<file path="config.mk">
export PLATFORM = sky130hd
export DESIGN_NAME = lcd_scanline_status_controller_unit
export DESIGN_NICKNAME = d
export VERILOG_FILES = /design/src/lsc_pkg.sv /design/src/lcd_scanline_status_controller_unit.sv /design/src/lsc_in_stage.sv /design/src/lsc_core.sv /design/src/lsc_out_stage.sv
export SDC_FILE = /design/constraint.sdc
export NUM_CORES = 1
export LEC_CHECK = 0
export BUFFER_PORTS_ARGS = -buffer_cell sky130_fd_sc_hd__buf_2
export CORE_MARGIN = 3
export CORE_UTILIZATION = 47
export CTS_CLUSTER_DIAMETER = 150
export DETAILED_ROUTE_END_ITERATION = 8
export MAX_ROUTING_LAYER = met4
export PLACE_DENSITY = 0.68
export SYNTH_ARGS = -nofsm -noshare
export SYNTH_HDL_FRONTEND = slang
export SYNTH_HIERARCHICAL = 1
export SYNTH_SLANG_ARGS = --single-unit
</file>
<file path="constraint.sdc">
create_clock -name aclk -period 2.54 [get_ports aclk]
set_input_delay 0.254 -clock aclk [delete_from_list [all_inputs] [get_ports aclk]]
set_output_delay 0.254 -clock aclk [all_outputs]
set_load 0.005 [all_outputs]
</file>
<file path="src/lsc_pkg.sv">
// Shared types and constants for the LCD scan-line status controller.
// No dependencies; imported by every module of the block.
`default_nettype none

package lsc_pkg;

    // Line timing
    localparam int TOTAL_LINES   = 154;
    localparam int VISIBLE_LINES = 144;
    localparam int LINE_W        = 8;

    // Request kinds; the fourth code is unused and has no effect
    typedef enum logic [1:0] {
        MODE_WRITE = 2'd0,
        MODE_READ  = 2'd1,
        MODE_TICK  = 2'd2
    } mode_t;

    // I/O register offsets
    localparam logic [7:0] ADDR_SDATA = 8'h01;
    localparam logic [7:0] ADDR_SCTRL = 8'h02;
    localparam logic [7:0] ADDR_LCTRL = 8'h40;
    localparam logic [7:0] ADDR_LSTAT = 8'h41;
    localparam logic [7:0] ADDR_LINE  = 8'h44;
    localparam logic [7:0] ADDR_CMP   = 8'h45;

    // Reset values
    localparam logic [7:0] LCTRL_RESET = 8'h81;
    localparam logic [7:0] SCTRL_RESET = 8'h7E;

    // Status mode field values
    localparam logic [1:0] STAT_HBLANK = 2'd0;
    localparam logic [1:0] STAT_VBLANK = 2'd1;
    localparam logic [1:0] STAT_OAM    = 2'd2;
    localparam logic [1:0] STAT_XFER   = 2'd3;

    // Serial transfer length in bits
    localparam logic [3:0] SERIAL_BITS = 4'd8;

    typedef struct packed {
        logic [1:0] mode;
        logic [7:0] address;
        logic [7:0] write_data;
    } item_t;

    typedef struct packed {
        logic [7:0] read_data;
        logic       lcd_interrupt;
        logic       vblank_interrupt;
        logic       serial_interrupt;
        logic       draw_request;
        logic [7:0] draw_line_number;
    } result_t;

endpackage

`default_nettype wire

</file>
<file path="src/lcd_scanline_status_controller_unit.sv">
// Top level of the LCD scan-line status controller.
// Uses lsc_pkg, lsc_in_stage, lsc_core and lsc_out_stage.
//
// Usage:
//   s_ channel: one request per accepted beat (s_valid && s_ready):
//   s_mode 0 register write, 1 register read, 2 phase tick; s_address is
//   the I/O register offset and s_write_data the byte for a write.
//   m_ channel: exactly one result per request, in order: read data,
//   LCD / vblank / serial interrupt pulses and the draw request for the
//   line just finished.
//   Path: an accepted request passes the input register, then the result
//   register, which presents its result on the m_ channel.
//   Throughput: one request per cycle when not stalled; the register update is a
//   single pass of logic between the input register and the result register.
//   Stall: while m_ready is low the result register holds; one more
//   request is still taken into the input register if it is empty, after
//   which s_ready drops until the result is taken.
//   Reset (aresetn low, synchronous): both stages empty, registers return
//   to their power-on values (LCD control 0x81, serial control 0x7E,
//   everything else zero).
`default_nettype none

module lcd_scanline_status_controller_unit
    import lsc_pkg::*;
(
    input  wire logic       aclk,
    input  wire logic       aresetn,
    input  wire logic       s_valid,
    output logic            s_ready,
    input  wire logic [1:0] s_mode,
    input  wire logic [7:0] s_address,
    input  wire logic [7:0] s_write_data,
    output logic            m_valid,
    input  wire logic       m_ready,
    output logic [7:0]      m_read_data,
    output logic            m_lcd_interrupt,
    output logic            m_vblank_interrupt,
    output logic            m_serial_interrupt,
    output logic            m_draw_request,
    output logic [7:0]      m_draw_line_number
);

    item_t   in_item;
    item_t   item;
    logic    item_valid;
    logic    res_ready;
    logic    step;
    result_t result;
    result_t out_res;

    assign in_item = '{mode: s_mode, address: s_address, write_data: s_write_data};

    // Request moves into the result register
    assign step = item_valid && res_ready;

    lsc_in_stage u_in (
        .aclk       (aclk),
        .aresetn    (aresetn),
        .in_valid   (s_valid),
        .in_ready   (s_ready),
        .in_item    (in_item),
        .item_valid (item_valid),
        .item       (item),
        .item_take  (step)
    );

    lsc_core u_core (
        .aclk    (aclk),
        .aresetn (aresetn),
        .item    (item),
        .step    (step),
        .result  (result)
    );

    lsc_out_stage u_out (
        .aclk      (aclk),
        .aresetn   (aresetn),
        .res_valid (item_valid),
        .res_ready (res_ready),
        .res       (result),
        .out_valid (m_valid),
        .out_ready (m_ready),
        .out_res   (out_res)
    );

    assign m_read_data        = out_res.read_data;
    assign m_lcd_interrupt    = out_res.lcd_interrupt;
    assign m_vblank_interrupt = out_res.vblank_interrupt;
    assign m_serial_interrupt = out_res.serial_interrupt;
    assign m_draw_request     = out_res.draw_request;
    assign m_draw_line_number = out_res.draw_line_number;

endmodule

`default_nettype wire

</file>
<file path="src/lsc_in_stage.sv">
// Input register of the controller: captures one request per cycle while free.
// Depends on lsc_pkg for the request type.
`default_nettype none

module lsc_in_stage
    import lsc_pkg::*;
(
    input  wire logic  aclk,
    input  wire logic  aresetn,
    input  wire logic  in_valid,
    output logic       in_ready,
    input  wire item_t in_item,
    output logic       item_valid,
    output item_t      item,
    input  wire logic  item_take
);

    logic  valid_reg;
    item_t item_reg;

    // Free when empty or when the held request moves on this cycle
    assign in_ready   = !valid_reg || item_take;
    assign item_valid = valid_reg;
    assign item       = item_reg;

    // Valid flag
    always_ff @(posedge aclk) begin
        if (!aresetn) begin
            valid_reg <= 1'b0;
        end else if (in_ready) begin
            valid_reg <= in_valid;
        end
    end

    // Payload, no reset needed
    always_ff @(posedge aclk) begin
        if (in_ready && in_valid) begin
            item_reg <= in_item;
        end
    end

endmodule

`default_nettype wire

</file>
<file path="src/lsc_core.sv">
// Register file and per-request update logic: register access, phase
// sequencing, line counter, status mode, interrupts and serial shift.
// Depends on lsc_pkg.
`default_nettype none

module lsc_core
    import lsc_pkg::*;
(
    input  wire logic  aclk,
    input  wire logic  aresetn,
    input  wire item_t item,
    input  wire logic  step,
    output result_t    result
);

    localparam logic [LINE_W:0]   TOTAL_C   = (LINE_W + 1)'(TOTAL_LINES);
    localparam logic [LINE_W-1:0] VISIBLE_C = LINE_W'(VISIBLE_LINES);

    logic [1:0]        phase_reg,  phase_next;
    logic [7:0]        lctrl_reg,  lctrl_next;
    logic [7:0]        lstat_reg,  lstat_next;
    logic [LINE_W-1:0] line_reg,   line_next;
    logic [7:0]        cmp_reg,    cmp_next;
    logic [7:0]        sdata_reg,  sdata_next;
    logic [7:0]        sctrl_reg,  sctrl_next;
    logic [3:0]        sbits_reg,  sbits_next;

    logic [LINE_W:0]   line_sum;
    logic [LINE_W:0]   line_wrap;
    logic [3:0]        sbits_dec;

    // Line advance modulo the frame length; one compare and subtract
    assign line_sum  = {1'b0, line_reg} + (LINE_W + 1)'(1);
    assign line_wrap = (line_sum >= TOTAL_C) ? (line_sum - TOTAL_C) : line_sum;
    assign sbits_dec = sbits_reg - 4'd1;

    // Next state and result for the request in the input register
    always_comb begin
        phase_next = phase_reg;
        lctrl_next = lctrl_reg;
        lstat_next = lstat_reg;
        line_next  = line_reg;
        cmp_next   = cmp_reg;
        sdata_next = sdata_reg;
        sctrl_next = sctrl_reg;
        sbits_next = sbits_reg;
        result     = '0;

        unique case (item.mode)
            MODE_WRITE: begin
                unique case (item.address)
                    ADDR_SDATA: sdata_next = item.write_data;
                    ADDR_SCTRL: begin
                        // start bit and internal clock both set: begin a transfer
                        if (item.write_data[7] && item.write_data[0]) begin
                            sdata_next = 8'hFF;
                            sbits_next = SERIAL_BITS;
                        end else begin
                            sbits_next = 4'd0;
                        end
                        sctrl_next = item.write_data;
                    end
                    ADDR_LCTRL: lctrl_next = item.write_data;
                    ADDR_LSTAT: lstat_next = {item.write_data[7:3], lstat_reg[2:0]};
                    ADDR_LINE:  line_next  = '0;
                    ADDR_CMP:   cmp_next   = item.write_data;
                    default: ;
                endcase
            end
            MODE_READ: begin
                unique case (item.address)
                    ADDR_SDATA: result.read_data = sdata_reg;
                    ADDR_SCTRL: result.read_data = sctrl_reg;
                    ADDR_LCTRL: result.read_data = lctrl_reg;
                    ADDR_LSTAT: result.read_data = lstat_reg;
                    ADDR_LINE:  result.read_data = 8'(line_reg);
                    ADDR_CMP:   result.read_data = cmp_reg;
                    default:    result.read_data = 8'h00;
                endcase
            end
            MODE_TICK: begin
                unique case (phase_reg)
                    2'd0:    phase_next = 2'd1;
                    2'd1:    phase_next = 2'd2;
                    2'd2:    phase_next = 2'd0;
                    default: phase_next = 2'd1;
                endcase

                if (phase_next == 2'd1) begin
                    // OAM search
                    lstat_next[1:0]      = STAT_OAM;
                    result.lcd_interrupt = lstat_reg[5];
                end else if (phase_next == 2'd2) begin
                    // pixel transfer
                    lstat_next[1:0] = STAT_XFER;
                end else begin
                    // end of line
                    if (line_reg < VISIBLE_C) begin
                        result.draw_request     = 1'b1;
                        result.draw_line_number = 8'(line_reg);
                    end
                    if (lctrl_reg[7]) begin
                        // coincidence flag
                        if (8'(line_reg) == cmp_reg) begin
                            lstat_next[2] = 1'b1;
                            if (lstat_reg[6]) begin
                                result.lcd_interrupt = 1'b1;
                            end
                        end else begin
                            lstat_next[2] = 1'b0;
                        end

                        line_next = line_wrap[LINE_W-1:0];
                        if (line_next < VISIBLE_C) begin
                            lstat_next[1:0] = STAT_HBLANK;
                            if (lstat_reg[3]) begin
                                result.lcd_interrupt = 1'b1;
                            end
                        end else if (line_next == VISIBLE_C) begin
                            result.vblank_interrupt = 1'b1;
                            lstat_next[1:0]         = STAT_VBLANK;
                            if (lstat_reg[4]) begin
                                result.lcd_interrupt = 1'b1;
                            end
                        end

                        // serial shift, one bit per line
                        if (sbits_reg != 4'd0) begin
                            sdata_next = {sdata_reg[6:0], 1'b1};
                            sbits_next = sbits_dec;
                            if (sbits_dec == 4'd0) begin
                                sctrl_next[7]           = 1'b0;
                                result.serial_interrupt = 1'b1;
                            end
                        end
                    end
                end
            end
            default: ;
        endcase
    end

    // State registers, updated when the request moves to the result stage
    always_ff @(posedge aclk) begin
        if (!aresetn) begin
            phase_reg <= 2'd0;
            lctrl_reg <= LCTRL_RESET;
            lstat_reg <= 8'h00;
            line_reg  <= '0;
            cmp_reg   <= 8'h00;
            sdata_reg <= 8'h00;
            sctrl_reg <= SCTRL_RESET;
            sbits_reg <= 4'd0;
        end else if (step) begin
            phase_reg <= phase_next;
            lctrl_reg <= lctrl_next;
            lstat_reg <= lstat_next;
            line_reg  <= line_next;
            cmp_reg   <= cmp_next;
            sdata_reg <= sdata_next;
            sctrl_reg <= sctrl_next;
            sbits_reg <= sbits_next;
        end
    end

    // Line counter never leaves the frame
    assert property (@(posedge aclk) disable iff (!aresetn)
        {1'b0, line_reg} < TOTAL_C)
        else $error("line counter out of range");

    // Phase counter only cycles through three values
    assert property (@(posedge aclk) disable iff (!aresetn)
        phase_reg != 2'd3)
        else $error("phase counter out of range");

    // Serial count never exceeds one byte
    assert property (@(posedge aclk) disable iff (!aresetn)
        sbits_reg <= SERIAL_BITS)
        else $error("serial bit count out of range");

    // A vblank interrupt leaves the counter on the first blank line
    assert property (@(posedge aclk) disable iff (!aresetn)
        (step && result.vblank_interrupt) |=> (line_reg == VISIBLE_C))
        else $error("vblank raised off the first blank line");

    // A serial interrupt leaves the transfer finished
    assert property (@(posedge aclk) disable iff (!aresetn)
        (step && result.serial_interrupt) |=> (sbits_reg == 4'd0 && !sctrl_reg[7]))
        else $error("serial interrupt with transfer still running");

endmodule

`default_nettype wire

</file>
<file path="src/lsc_out_stage.sv">
// Result register of the controller: holds one result until taken.
// Depends on lsc_pkg for the result type.
`default_nettype none

module lsc_out_stage
    import lsc_pkg::*;
(
    input  wire logic    aclk,
    input  wire logic    aresetn,
    input  wire logic    res_valid,
    output logic         res_ready,
    input  wire result_t res,
    output logic         out_valid,
    input  wire logic    out_ready,
    output result_t      out_res
);

    logic    valid_reg;
    result_t res_reg;

    // Loads when empty or when the current result leaves this cycle
    assign res_ready = !valid_reg || out_ready;
    assign out_valid = valid_reg;
    assign out_res   = res_reg;

    // Valid flag
    always_ff @(posedge aclk) begin
        if (!aresetn) begin
            valid_reg <= 1'b0;
        end else if (res_ready) begin
            valid_reg <= res_valid;
        end
    end

    // Payload
    always_ff @(posedge aclk) begin
        if (res_ready && res_valid) begin
            res_reg <= res;
        end
    end

endmodule

`default_nettype wire
</file>
Word level (Yosys, flattened, before mapping)
Index checks and enable logic that the tools add are counted.
{"block": "classes", "mux": 52, "n_bitwise": 7, "add_sub_neg": 3, "eq_ne": 23, "magnitude_cmp": 3, "n_reduce_logical": 28}
{"operator": "$mux W8", "n": 11}
{"operator": "$pmux W8 S2", "n": 3}
{"operator": "$pmux W8 S6", "n": 1}
{"operator": "$eq A8 B7 Y1 const B", "n": 4}
{"operator": "$mux W4", "n": 6}
{"operator": "$mux W1", "n": 17}
{"operator": "$lt A8 B8 Y1 const B", "n": 2}
{"operator": "$reduce_and A8 Y1", "n": 2}
{"operator": "$mux W12", "n": 1}
{"operator": "$mux W2", "n": 6}
{"operator": "$reduce_and A3 Y1", "n": 4}
{"operator": "$reduce_and A6 Y1", "n": 2}
{"operator": "$reduce_or A5 Y1", "n": 2}
{"operator": "$add A8 B1 Y9 const B", "n": 1}
{"operator": "$ge A9 B8 Y1 const B", "n": 1}
{"operator": "$mux W9", "n": 1}
{"operator": "$eq A8 B1 Y1 const B", "n": 1}
{"operator": "$eq A8 B2 Y1 const B", "n": 1}
{"operator": "$eq A8 B8 Y1", "n": 1}
{"operator": "$eq A8 B8 Y1 const B", "n": 1}
{"operator": "$ne A2 B2 Y1 const B", "n": 4}
{"operator": "$pmux W4 S2", "n": 1}
{"operator": "$reduce_bool A4 Y1", "n": 2}
{"operator": "$sub A8 B8 Y8 const B", "n": 1}
{"operator": "23 further kinds", "n": 40}
{"block": "word_totals", "output_inout_bits": 22, "regBits": 94, "word_cells": 138, "input_bits": 22}

Longest topological paths before layout
Gate-level depths: netlist of the first run.
{"block": "logic_depth", "depth_word": 10, "ltp_mapped": 11, "mapped_depth_nobuf": 10}

By module
The synthesis of the first run kept the hierarchy.
{"module": "lsc_core", "n_inst": 1, "area_each_um2": 3627.2, "cells_each": 481, "seq_area_each_um2": 1081.0}
{"module": "lsc_out_stage", "n_inst": 1, "area_each_um2": 658.1, "cells_each": 25, "seq_area_each_um2": 620.6}
{"module": "lsc_in_stage", "n_inst": 1, "area_each_um2": 598.1, "cells_each": 23, "seq_area_each_um2": 560.5}
{"module": "lcd_scanline_status_controller_unit", "n_inst": 1, "area_each_um2": 6.3, "cells_each": 1, "seq_area_each_um2": 0.0}

Worst setup path before layout of the first run
No wires, ideal clock.
{"block": "synth_timing", "path_kind": "register -> register", "from": "reg u_core.line_reg[1]", "to": "reg u_out.res_reg, in the netlist u_out/out_res[11] (data pin)", "synth_period_minus_slack_ps": 2684, "path_slack_ps": -144, "required_time_ps": 2281, "path_buffers": 1, "path_stages_with_launch": 12, "t_arrival_ps": 2425, "setup_ps": 259, "cell_sequence": "dfxtp_1 > buf_2 > inv_1 > ha_1 > ha_1 > a21boi_0 > a21boi_1 > or3_4 > a21oi_1 > o2111ai_1 > a2bb2oi_1 > o21bai_1"}
{"block": "synth_via", "elab_chain_len": 9, "word_cells_on_any_way": 15, "cone_classes": "add/sub: 2; order compare: 2; eq/ne: 2; mux: 9"}
{"item": "start, declared", "line": "lsc_core.sv:22", "rtl": "logic [LINE_W-1:0] line_reg, line_next;"}
{"item": "start signal, assigned", "line": "lsc_core.sv:158", "rtl": "line_reg <= line_next;"}
{"item": "branches (longest 5 deep; another with $add A8 B1 Y9)"}
{"item": "$mux W1 *", "line": "lsc_core.sv:114", "rtl": "if (line_next < VISIBLE_C) begin"}
{"item": "$mux W3 *", "line": "lsc_core.sv:102", "rtl": "if (lctrl_reg[7]) begin"}
{"item": "$mux W12 *", "line": "lsc_core.sv:93", "rtl": "end else if (phase_next == 2'd2) begin"}
{"item": "$mux W1 *", "line": "lsc_core.sv:89", "rtl": "if (phase_next == 2'd1) begin"}
{"item": "end signal, assigned", "line": "lsc_out_stage.sv:38", "rtl": "res_reg <= res;"}
{"item": "end, declared", "line": "lsc_out_stage.sv:19", "rtl": "result_t res_reg;"}
Mark *: on every way between the ends.
A chain may end at the register's enable or synchronous reset.

Worst setup path after layout of the first run
{"block": "layout_timing", "from": "reg u_core.line_reg[1]", "to": "reg u_core.lstat_reg[1]"}
{"block": "layout_via", "elab_chain_len": 9, "word_cells_on_any_way": 13, "cone_classes": "add/sub: 2; order compare: 2; eq/ne: 1; mux: 6; reduce/logical: 2"}
{"item": "$add A8 B1 Y9 *", "line": "lsc_core.sv:33", "rtl": "assign line_sum = {1'b0, line_reg} + (LINE_W + 1)'(1);"}
{"item": "$sub A8 B8 Y8 or $ge A9 B8 Y1 (tied branches)", "line": "lsc_core.sv:34", "rtl": "assign line_wrap = (line_sum >= TOTAL_C) ? (line_sum - TOTAL_C) : line_sum;"}
{"item": "$mux W8 *", "line": "lsc_core.sv:34"}
{"item": "$lt A8 B8 Y1", "line": "lsc_core.sv:114"}
{"item": "$mux W2", "line": "lsc_core.sv:114"}
{"item": "$mux W3", "line": "lsc_core.sv:102"}
{"item": "$mux W2", "line": "lsc_core.sv:93"}
{"item": "$mux W2", "line": "lsc_core.sv:89"}
{"item": "$pmux W3 S2", "line": "lsc_core.sv:49", "rtl": "unique case (item.mode)"}
{"item": "end signal, assigned", "line": "lsc_core.sv:157", "rtl": "lstat_reg <= lstat_next;"}
{"item": "end, declared", "line": "lsc_core.sv:21", "rtl": "logic [7:0] lstat_reg, lstat_next;"}
Mark *: on every way between the ends. The rest lies on a longest branch, timed or not. The select of a mux whose other input is x is not followed.

==> impl_summary.log, run 1 <==
INFO  metric status = finished clean
INFO  metric worst_path_max_delay_cell = sky130_fd_sc_hd__dfxtp_4
INFO  metric grt_start_max_net_pins = 33
INFO  metric first_global_vias = about 4100
INFO  metric grt_util_met1 = 31.3%
INFO  metric layout.nets = 632
INFO  metric cp_data_arrival_time = 2.79 ns
INFO  metric worstPathCellList = ha_4, xnor2_1, buf_4, ha_4, a21boi_4, a21boi_4, buf_12, nor4b_4, xnor2_1, buf_4, buf_4, a31oi_4, mux2i_1
INFO  metric cts_made_buffers = 9
INFO  metric grt_busiest_layer = met2
INFO  metric layout-drive-gt1-share = 24.7%
INFO  metric grt_first_pass_wirelength = 20900 um
INFO  metric path_delay_family = buffers and inverters
INFO  metric clock_insertion_delay_worst_skew = 0.37 ns
INFO  metric netlist_instances = 530
INFO  metric tritoncts = yes
INFO  metric synth_cell_type_count = 59
INFO  metric synth_top_cells_by_area = sky130_fd_sc_hd__edfxtp_1, sky130_fd_sc_hd__dfxtp_1, sky130_fd_sc_hd__nand2_1
INFO  metric slew_violations = 0
INFO  metric seq_area_frac_synth = 46.3%
INFO  metric setup_violators_final = 0
INFO  metric num_antenna_cells = 0
INFO  metric synth_async_sr_flop_share = 0%
INFO  metric post_synthesis_instance_area = just under 5000 um2
INFO  metric postRouteWirelength = 13100 um
INFO  metric critical_path.max_fanout = 5
INFO  metric timing_worst_slew_pin_value = 0.563 ns
INFO  metric drt_iter0_markers = ~370
INFO  metric synth.yosys.warnings = 6
INFO  metric critical_path.endpoint_type = flop
INFO  metric antenna_left = 0
INFO  metric ys_seq_elements = 94
INFO  metric detailroute.via_count = 4360
INFO  metric post_drt_via_cell_ratio = 5.89
INFO  metric cp.required = about 2.8 ns
INFO  metric path_buf_inv = 4
INFO  metric timing_hold_violations_final = 0
INFO  metric fin_area = 6030 um2
INFO  metric max_stage_delay = about 0.37 ns
INFO  metric crit_type = flop to flop
INFO  metric synth_flop_cell = sky130_fd_sc_hd__dfxtp_1
INFO  metric pin_count = between 40 and 50
INFO  metric last_weighted_congestion_value_of_the_routability_driven_placer = 0.906
INFO  metric worst_setup_hold_path_clk_slew = 0.10 ns
INFO  metric port_buffers = 43
INFO  metric clk_root_buffer_cell = sky130_fd_sc_hd__clkbuf_8
INFO  metric achievable-frequency = approximately 400 MHz
INFO  metric worst_ir_drop_vdd = about 0.38 mV
INFO  metric global_route.usage.met2 = 35.8%
INFO  metric drc = 0
INFO  metric leakage = 2.13 nW
INFO  metric post-synth-top-area-cell = sky130_fd_sc_hd__edfxtp_1
INFO  metric synthDominantCellAreaShare = 23.3%
INFO  metric wl_per_cell = approximately 18 um
INFO  metric worst_clock_skew = ~0.0088 ns
INFO  metric cts_htree_levels = 3
INFO  metric area.growth.synth_to_final = 23.3%
INFO  metric synth_enable_flop_cells = 38
INFO  metric grt.total_usage = 23.9%
INFO  metric rsz0062_at_grt = yes
INFO  metric die_span_in_x = 108 um
INFO  metric synthesis.area_per_instance = between 9 and 10 um2
INFO  metric die-height = between 100 and 150 um
INFO  metric final.period_utilization = a little over nine tenths
INFO  metric number_of_sinks_on_the_clock_net = 94
INFO  metric slew_headroom = about 62%
INFO  metric design.die.area = 11700 um2
INFO  metric core-area = between 9000 and 10000 um2
INFO  metric hold_class = input pin to flop
INFO  metric most_frequent_cp_cell = sky130_fd_sc_hd__buf_4
INFO  metric place_area = ~5500 um2
INFO  metric largest_register_ffs = 20
INFO  metric clock_path_buffers = 2
INFO  metric post-dp-hpwl = 9480 um
INFO  metric pwr_density_cell = 511 nW/um2
INFO  metric initial_utilization = 49.1%
INFO  metric period_minus_slack = 2.49 ns
INFO  metric cap_violations = 0
INFO  metric totalNegativeSetupSlack = 0 ns
INFO  metric grt_util_met3 = 3.64%
INFO  metric tritonroute_pass_1_iters = 6
INFO  metric synthesis.nets = 560
INFO  metric initial_antenna_violation_count = 0
INFO  metric final.fill_count = approximately 860
INFO  metric rows = 36
INFO  metric critical_path.startpoint_type = flop
INFO  metric grt_remaining_overflow = 0
## stage by stage
step	hold WS, ns	setup slack [ns]	util (%)	cells	total power (W)
2_1_floorplan	0.353	0.0248	-	530	0.00177
3_5_place_dp	0.433	-0.0964	55.1	718	0.00186
3_3_place_gp	0.431	-0.0263	55.1	718	0.00185
6_report	0.0515	0.0524	60.6	740	0.00308
5_1_grt	0.0409	-0.0778	60.6	740	0.00319
4_1_cts	0.0419	0.00116	58.4	735	0.00310
## synth_stat cells (2+ instances only)
master,n
sky130_fd_sc_hd__nand2_1,72
sky130_fd_sc_hd__dfxtp_1,56
sky130_fd_sc_hd__nand3_1,43
sky130_fd_sc_hd__edfxtp_1,38
sky130_fd_sc_hd__a21boi_0,33
sky130_fd_sc_hd__nor2_1,30
sky130_fd_sc_hd__nor3_1,23
sky130_fd_sc_hd__clkbuf_1,21
sky130_fd_sc_hd__a21oi_1,16
sky130_fd_sc_hd__a222oi_1,16
sky130_fd_sc_hd__xnor2_1,16
sky130_fd_sc_hd__o21ai_0,15
sky130_fd_sc_hd__and2_1,14
sky130_fd_sc_hd__nor2b_1,13
sky130_fd_sc_hd__inv_1,11
sky130_fd_sc_hd__nand4_1,10
sky130_fd_sc_hd__nand2b_1,9
sky130_fd_sc_hd__buf_2,8
sky130_fd_sc_hd__ha_1,8
sky130_fd_sc_hd__or3_1,8
sky130_fd_sc_hd__mux2i_1,6
sky130_fd_sc_hd__nor3b_1,5
sky130_fd_sc_hd__a22oi_1,4
sky130_fd_sc_hd__o21a_1,4
sky130_fd_sc_hd__a2bb2oi_1,3
sky130_fd_sc_hd__a31o_2,3
sky130_fd_sc_hd__and3_1,3
sky130_fd_sc_hd__nand4b_1,3
sky130_fd_sc_hd__a21boi_2,2
sky130_fd_sc_hd__a21o_1,2
sky130_fd_sc_hd__a21oi_2,2
sky130_fd_sc_hd__and2_4,2
sky130_fd_sc_hd__and4_1,2
sky130_fd_sc_hd__nand2b_4,2
sky130_fd_sc_hd__o22ai_1,2
sky130_fd_sc_hd__xor2_1,2
## layout make-up
| cell class | count | area [um2] | area share (%) |
|---|---|---|---|
| tap | 133 | 166 | 2.76 |
| clock buffer | 12 | 155 | 2.57 |
| timing repair buffer | 91 | 603 | 10.0 |
| sequential | 94 | 2270 | 37.7 |
| inverter | 11 | 41.3 | 0.685 |
| multi-input combinational | 395 | 2690 | 44.6 |
| clock inverter | 4 | 101 | 1.68 |
## per-layer routing
metal	wire length [um]	share of wire, %
met3	823	6.3
met1	5720	44
met2	6060	46
met5	0	0
met4	503	3.8
## layout by cell type (no fill, tap or decap), drive strengths merged, types with 12 or more instances in the layout
cell type	instances
nor2	30
buf	91
a21oi	18
edfxtp	38
o21ai	15
nand3	43
and2	16
a21boi	36
nor2b	13
dfxtp	56
clkbuf	12
nand2	72
nor3	24
a222oi	16
xnor2	16
inv	12
## power by group
part	internal, W	switching (W)
registers	0.00161	0.0000355
clock network	0.000716	0.000542
logic	0.0000745	0.0000979
total	0.00240	0.000676
## final timing paths
kind | start | end | slack (ns) | cells after the start
max | u_core/line_reg[1]$_SDFFE_PN0P_ | u_core/lstat_reg[1]$_SDFFE_PN0P_ | 0.05 | 13
min | s_address[0] | u_in/item[8]$_DFFE_PP_ | 0.05 | 1
max reg2reg | u_core/line_reg[1]$_SDFFE_PN0P_ | u_core/lstat_reg[1]$_SDFFE_PN0P_ | 0.05 | 13
min reg2reg | u_core/lstat_reg[7]$_SDFFE_PN0P_ | u_core/lstat_reg[7]$_SDFFE_PN0P_ | 0.48 | 2
## timing repair
action                                  CTS  global route
hold buffers                              0             0
gates resized for setup                  15            33
endpoints found under the setup margin    4             9
buffers inserted                          1             5
pin swaps                                 3            15
## cell families after synthesis
group                    count (synthesis)  synth area share [%]
AND/OR/NAND/NOR                        246                  25.8
AO/OA/AOI/OAI                          117                  18.0
flip-flops                              94                  46.3
buffers and inverters                   41                  3.43
XOR/XNOR                                18                  3.22
adder cells (fa/ha/maj)                  8                  2.05
multiplexers                             6                  1.23
No activity file was read; power rests on OpenSTA's default activity.
==> inputs of run 2 (changes only) <==
BUFFER_PORTS_ARGS = -buffer_cell sky130_fd_sc_hd__buf_4   (was -buffer_cell sky130_fd_sc_hd__buf_2)
==> run 2 against run 1 <==
Effect of this change:
- non-clock buffer count rose by 7
- register-to-register slack barely moved
- first-iteration DRC count fell by 15%
- design area rose by 1.4%
==> impl_summary.log, run 2 (same netlist as run 1, synthesis figures left out) <==
INFO  metric fin_area = 6110 um2
INFO  metric critical_path.startpoint_type = flop
INFO  metric cp.required = 2.66 ns
INFO  metric critical_path.endpoint_type = flop
INFO  metric die_span_in_x = 108 um
INFO  metric cts_hold_repair.buffers = 0
INFO  metric detailroute.via_count = 4348
INFO  metric wl_per_cell = 18.2 um
INFO  metric totalNegativeSetupSlack = 0 ns
INFO  metric pre_cts_ws = -0.142 ns
INFO  metric worst_path_max_delay_cell = sky130_fd_sc_hd__or4_4
INFO  metric last_weighted_congestion_value_of_the_routability_driven_placer = 0.925
INFO  metric crit_type = flop to flop
INFO  metric place_area = between 5000 and 6000 um2
INFO  metric initial_utilization = between 40% and 50%
INFO  metric final_common_cell = sky130_fd_sc_hd__buf_4
INFO  metric pwr_density_cell = 464 nW/um2
INFO  metric number_of_sinks_on_the_clock_net = 94
INFO  metric post_drt_via_cell_ratio = between 5 and 6
INFO  metric pin_count = between 40 and 50
INFO  metric worst_ir_drop_vdd = 0.359 mV
INFO  metric slew_violations = 0
INFO  metric clock_insertion_delay_worst_skew = 0.37 ns
INFO  metric most_frequent_cells_in_the_layout = sky130_fd_sc_hd__buf_4, sky130_fd_sc_hd__nand2_1, sky130_fd_sc_hd__dfxtp_1, sky130_fd_sc_hd__nand3_1, sky130_fd_sc_hd__edfxtp_1
INFO  metric rows = 36
INFO  metric regToRegStartpoint = u_core/line_reg[0]$_SDFFE_PN0P_
INFO  metric first_global_vias = about 4100
INFO  metric largest_register_ffs = 20
INFO  metric period_minus_slack = 2.49 ns
INFO  metric tritonroute_pass_1_iters = 7
INFO  metric cap_violations = 0
INFO  metric clk_root_buffer_cell = sky130_fd_sc_hd__clkbuf_8
INFO  metric critical_path.endpoint = u_out/out_res[11]$_DFFE_PP_
INFO  metric post-dp-hpwl = between 9000 and 10000 um
INFO  metric tritoncts = yes
INFO  metric critical_path.max_fanout = 10
INFO  metric port_buffers = 43
INFO  metric slew_headroom = 62.4%
INFO  metric r2r_setup_slack = 0.05 ns
INFO  metric grt_first_pass_wirelength = 21700 um
INFO  metric critical_path_depth = 10
INFO  metric grt.total_usage = about a quarter
INFO  metric crit-reg2reg-capture = u_out/out_res[11]$_DFFE_PP_
INFO  metric clock_path_buffers = 2
INFO  metric layout-drive-gt1-share = between 20% and 30%
INFO  metric cts_htree_levels = 3
INFO  metric drt_iter0_markers = around 310
INFO  metric timing.reg2reg.worst_path_depth = 10
INFO  metric drc = 0
INFO  metric antenna_left = 0
INFO  metric fin_hold_ws = approximately 0.057 ns
INFO  metric path_delay_family = compound AO/OA/AOI/OAI gates
INFO  metric layout.nets = 639
INFO  metric rsz0062_at_grt = yes
INFO  metric leakage = 2.17 nW
INFO  metric grt_remaining_overflow = 0
INFO  metric die-height = 108 um
INFO  metric worst_setup_hold_path_clk_slew = 0.11 ns
INFO  metric cts_made_buffers = 9
INFO  metric hold_class = input pin to flop
INFO  metric timing_hold_violations_final = 0
INFO  metric core-area = 9950 um2
INFO  metric design.die.area = 11700 um2
INFO  metric area.growth.synth_to_final = 25.1%
INFO  metric num_antenna_cells = 0
INFO  metric worst_clock_skew = 0.0117 ns
INFO  metric cp_data_arrival_time = 2.61 ns
INFO  metric final.period_utilization = 98.2%
INFO  metric path_buf_inv = 1
INFO  metric initial_antenna_violation_count = 0
INFO  metric layout_setup_ws = ~0.045 ns
INFO  metric worstPathCellList = ha_4, buf_8, xor2_1, or4_4, a21boi_4, or3_4, a21oi_4, o2111ai_4, a2bb2oi_2, o21bai_1
INFO  metric grt_start_max_net_pins = 59
INFO  metric postRouteWirelength = 13600 um
INFO  metric setup_violators_final = 0
INFO  metric crit_start = u_core/line_reg[0]$_SDFFE_PN0P_
INFO  metric max_stage_delay = ~0.45 ns
INFO  metric achievable-frequency = 401 MHz
INFO  metric status = finished clean
INFO  metric timing_worst_slew_pin_value = 0.565 ns
-- run 2: what timing repair did --
action,in CTS,in global routing
setup buffers,6,8
endpoints found under the setup margin,5,6
gates resized for setup,19,30
pin swaps,7,12
-- run 2: routing by layer --
metal	track usage, %	wire length [um]	vias up
met3	3.76	858	35
met1	33.2	6020	2023
li1	-	-	2114
met2	37.2	6160	176
met4	12.4	599	0
met5	-	0	-
-- run 2: how the worst min path moves through the flow --
| stage | from | to | depth (start not counted) |
|---|---|---|---|
| floorplan | s_write_data[0] | u_in/item[0]$_DFFE_PP_ | 0 |
| global placement | s_write_data[0] | u_in/item[0]$_DFFE_PP_ | 1 |
| detailed placement | s_address[3] | u_in/item[11]$_DFFE_PP_ | 1 |
| CTS | s_write_data[4] | u_in/item[4]$_DFFE_PP_ | 1 |
| global route | s_write_data[1] | u_in/item[1]$_DFFE_PP_ | 1 |
| finish | s_write_data[4] | u_in/item[4]$_DFFE_PP_ | 1 |
-- run 2: per-stage QoR --
stage	utilization [%]	total power (W)	instances
floorplan	-	0.00177	530
global placement	56.2	0.00187	718
detailed placement	56.2	0.00187	718
CTS	59.4	0.00287	740
global route	61.4	0.00294	747
finish	61.4	0.00283	747
-- run 2: final cells by class --
| cell class | count | area (um2) |
|---|---|---|
| sequential | 94 | 2270 |
| fill | 857 | 3840 |
| clock buffer | 9 | 124 |
| tap | 133 | 166 |
| clock inverter | 7 | 75.1 |
| inverter | 11 | 41.3 |
| multi-input combinational | 395 | 2660 |
| timing repair buffer | 98 | 774 |
-- run 2: where the power goes --
group	switching [W]	internal, W	leakage [nW]
Sequential	0.0000360	0.00161	0.817
Clock	0.000607	0.000388	0.0981
Combinational	0.0000982	0.0000912	1.26
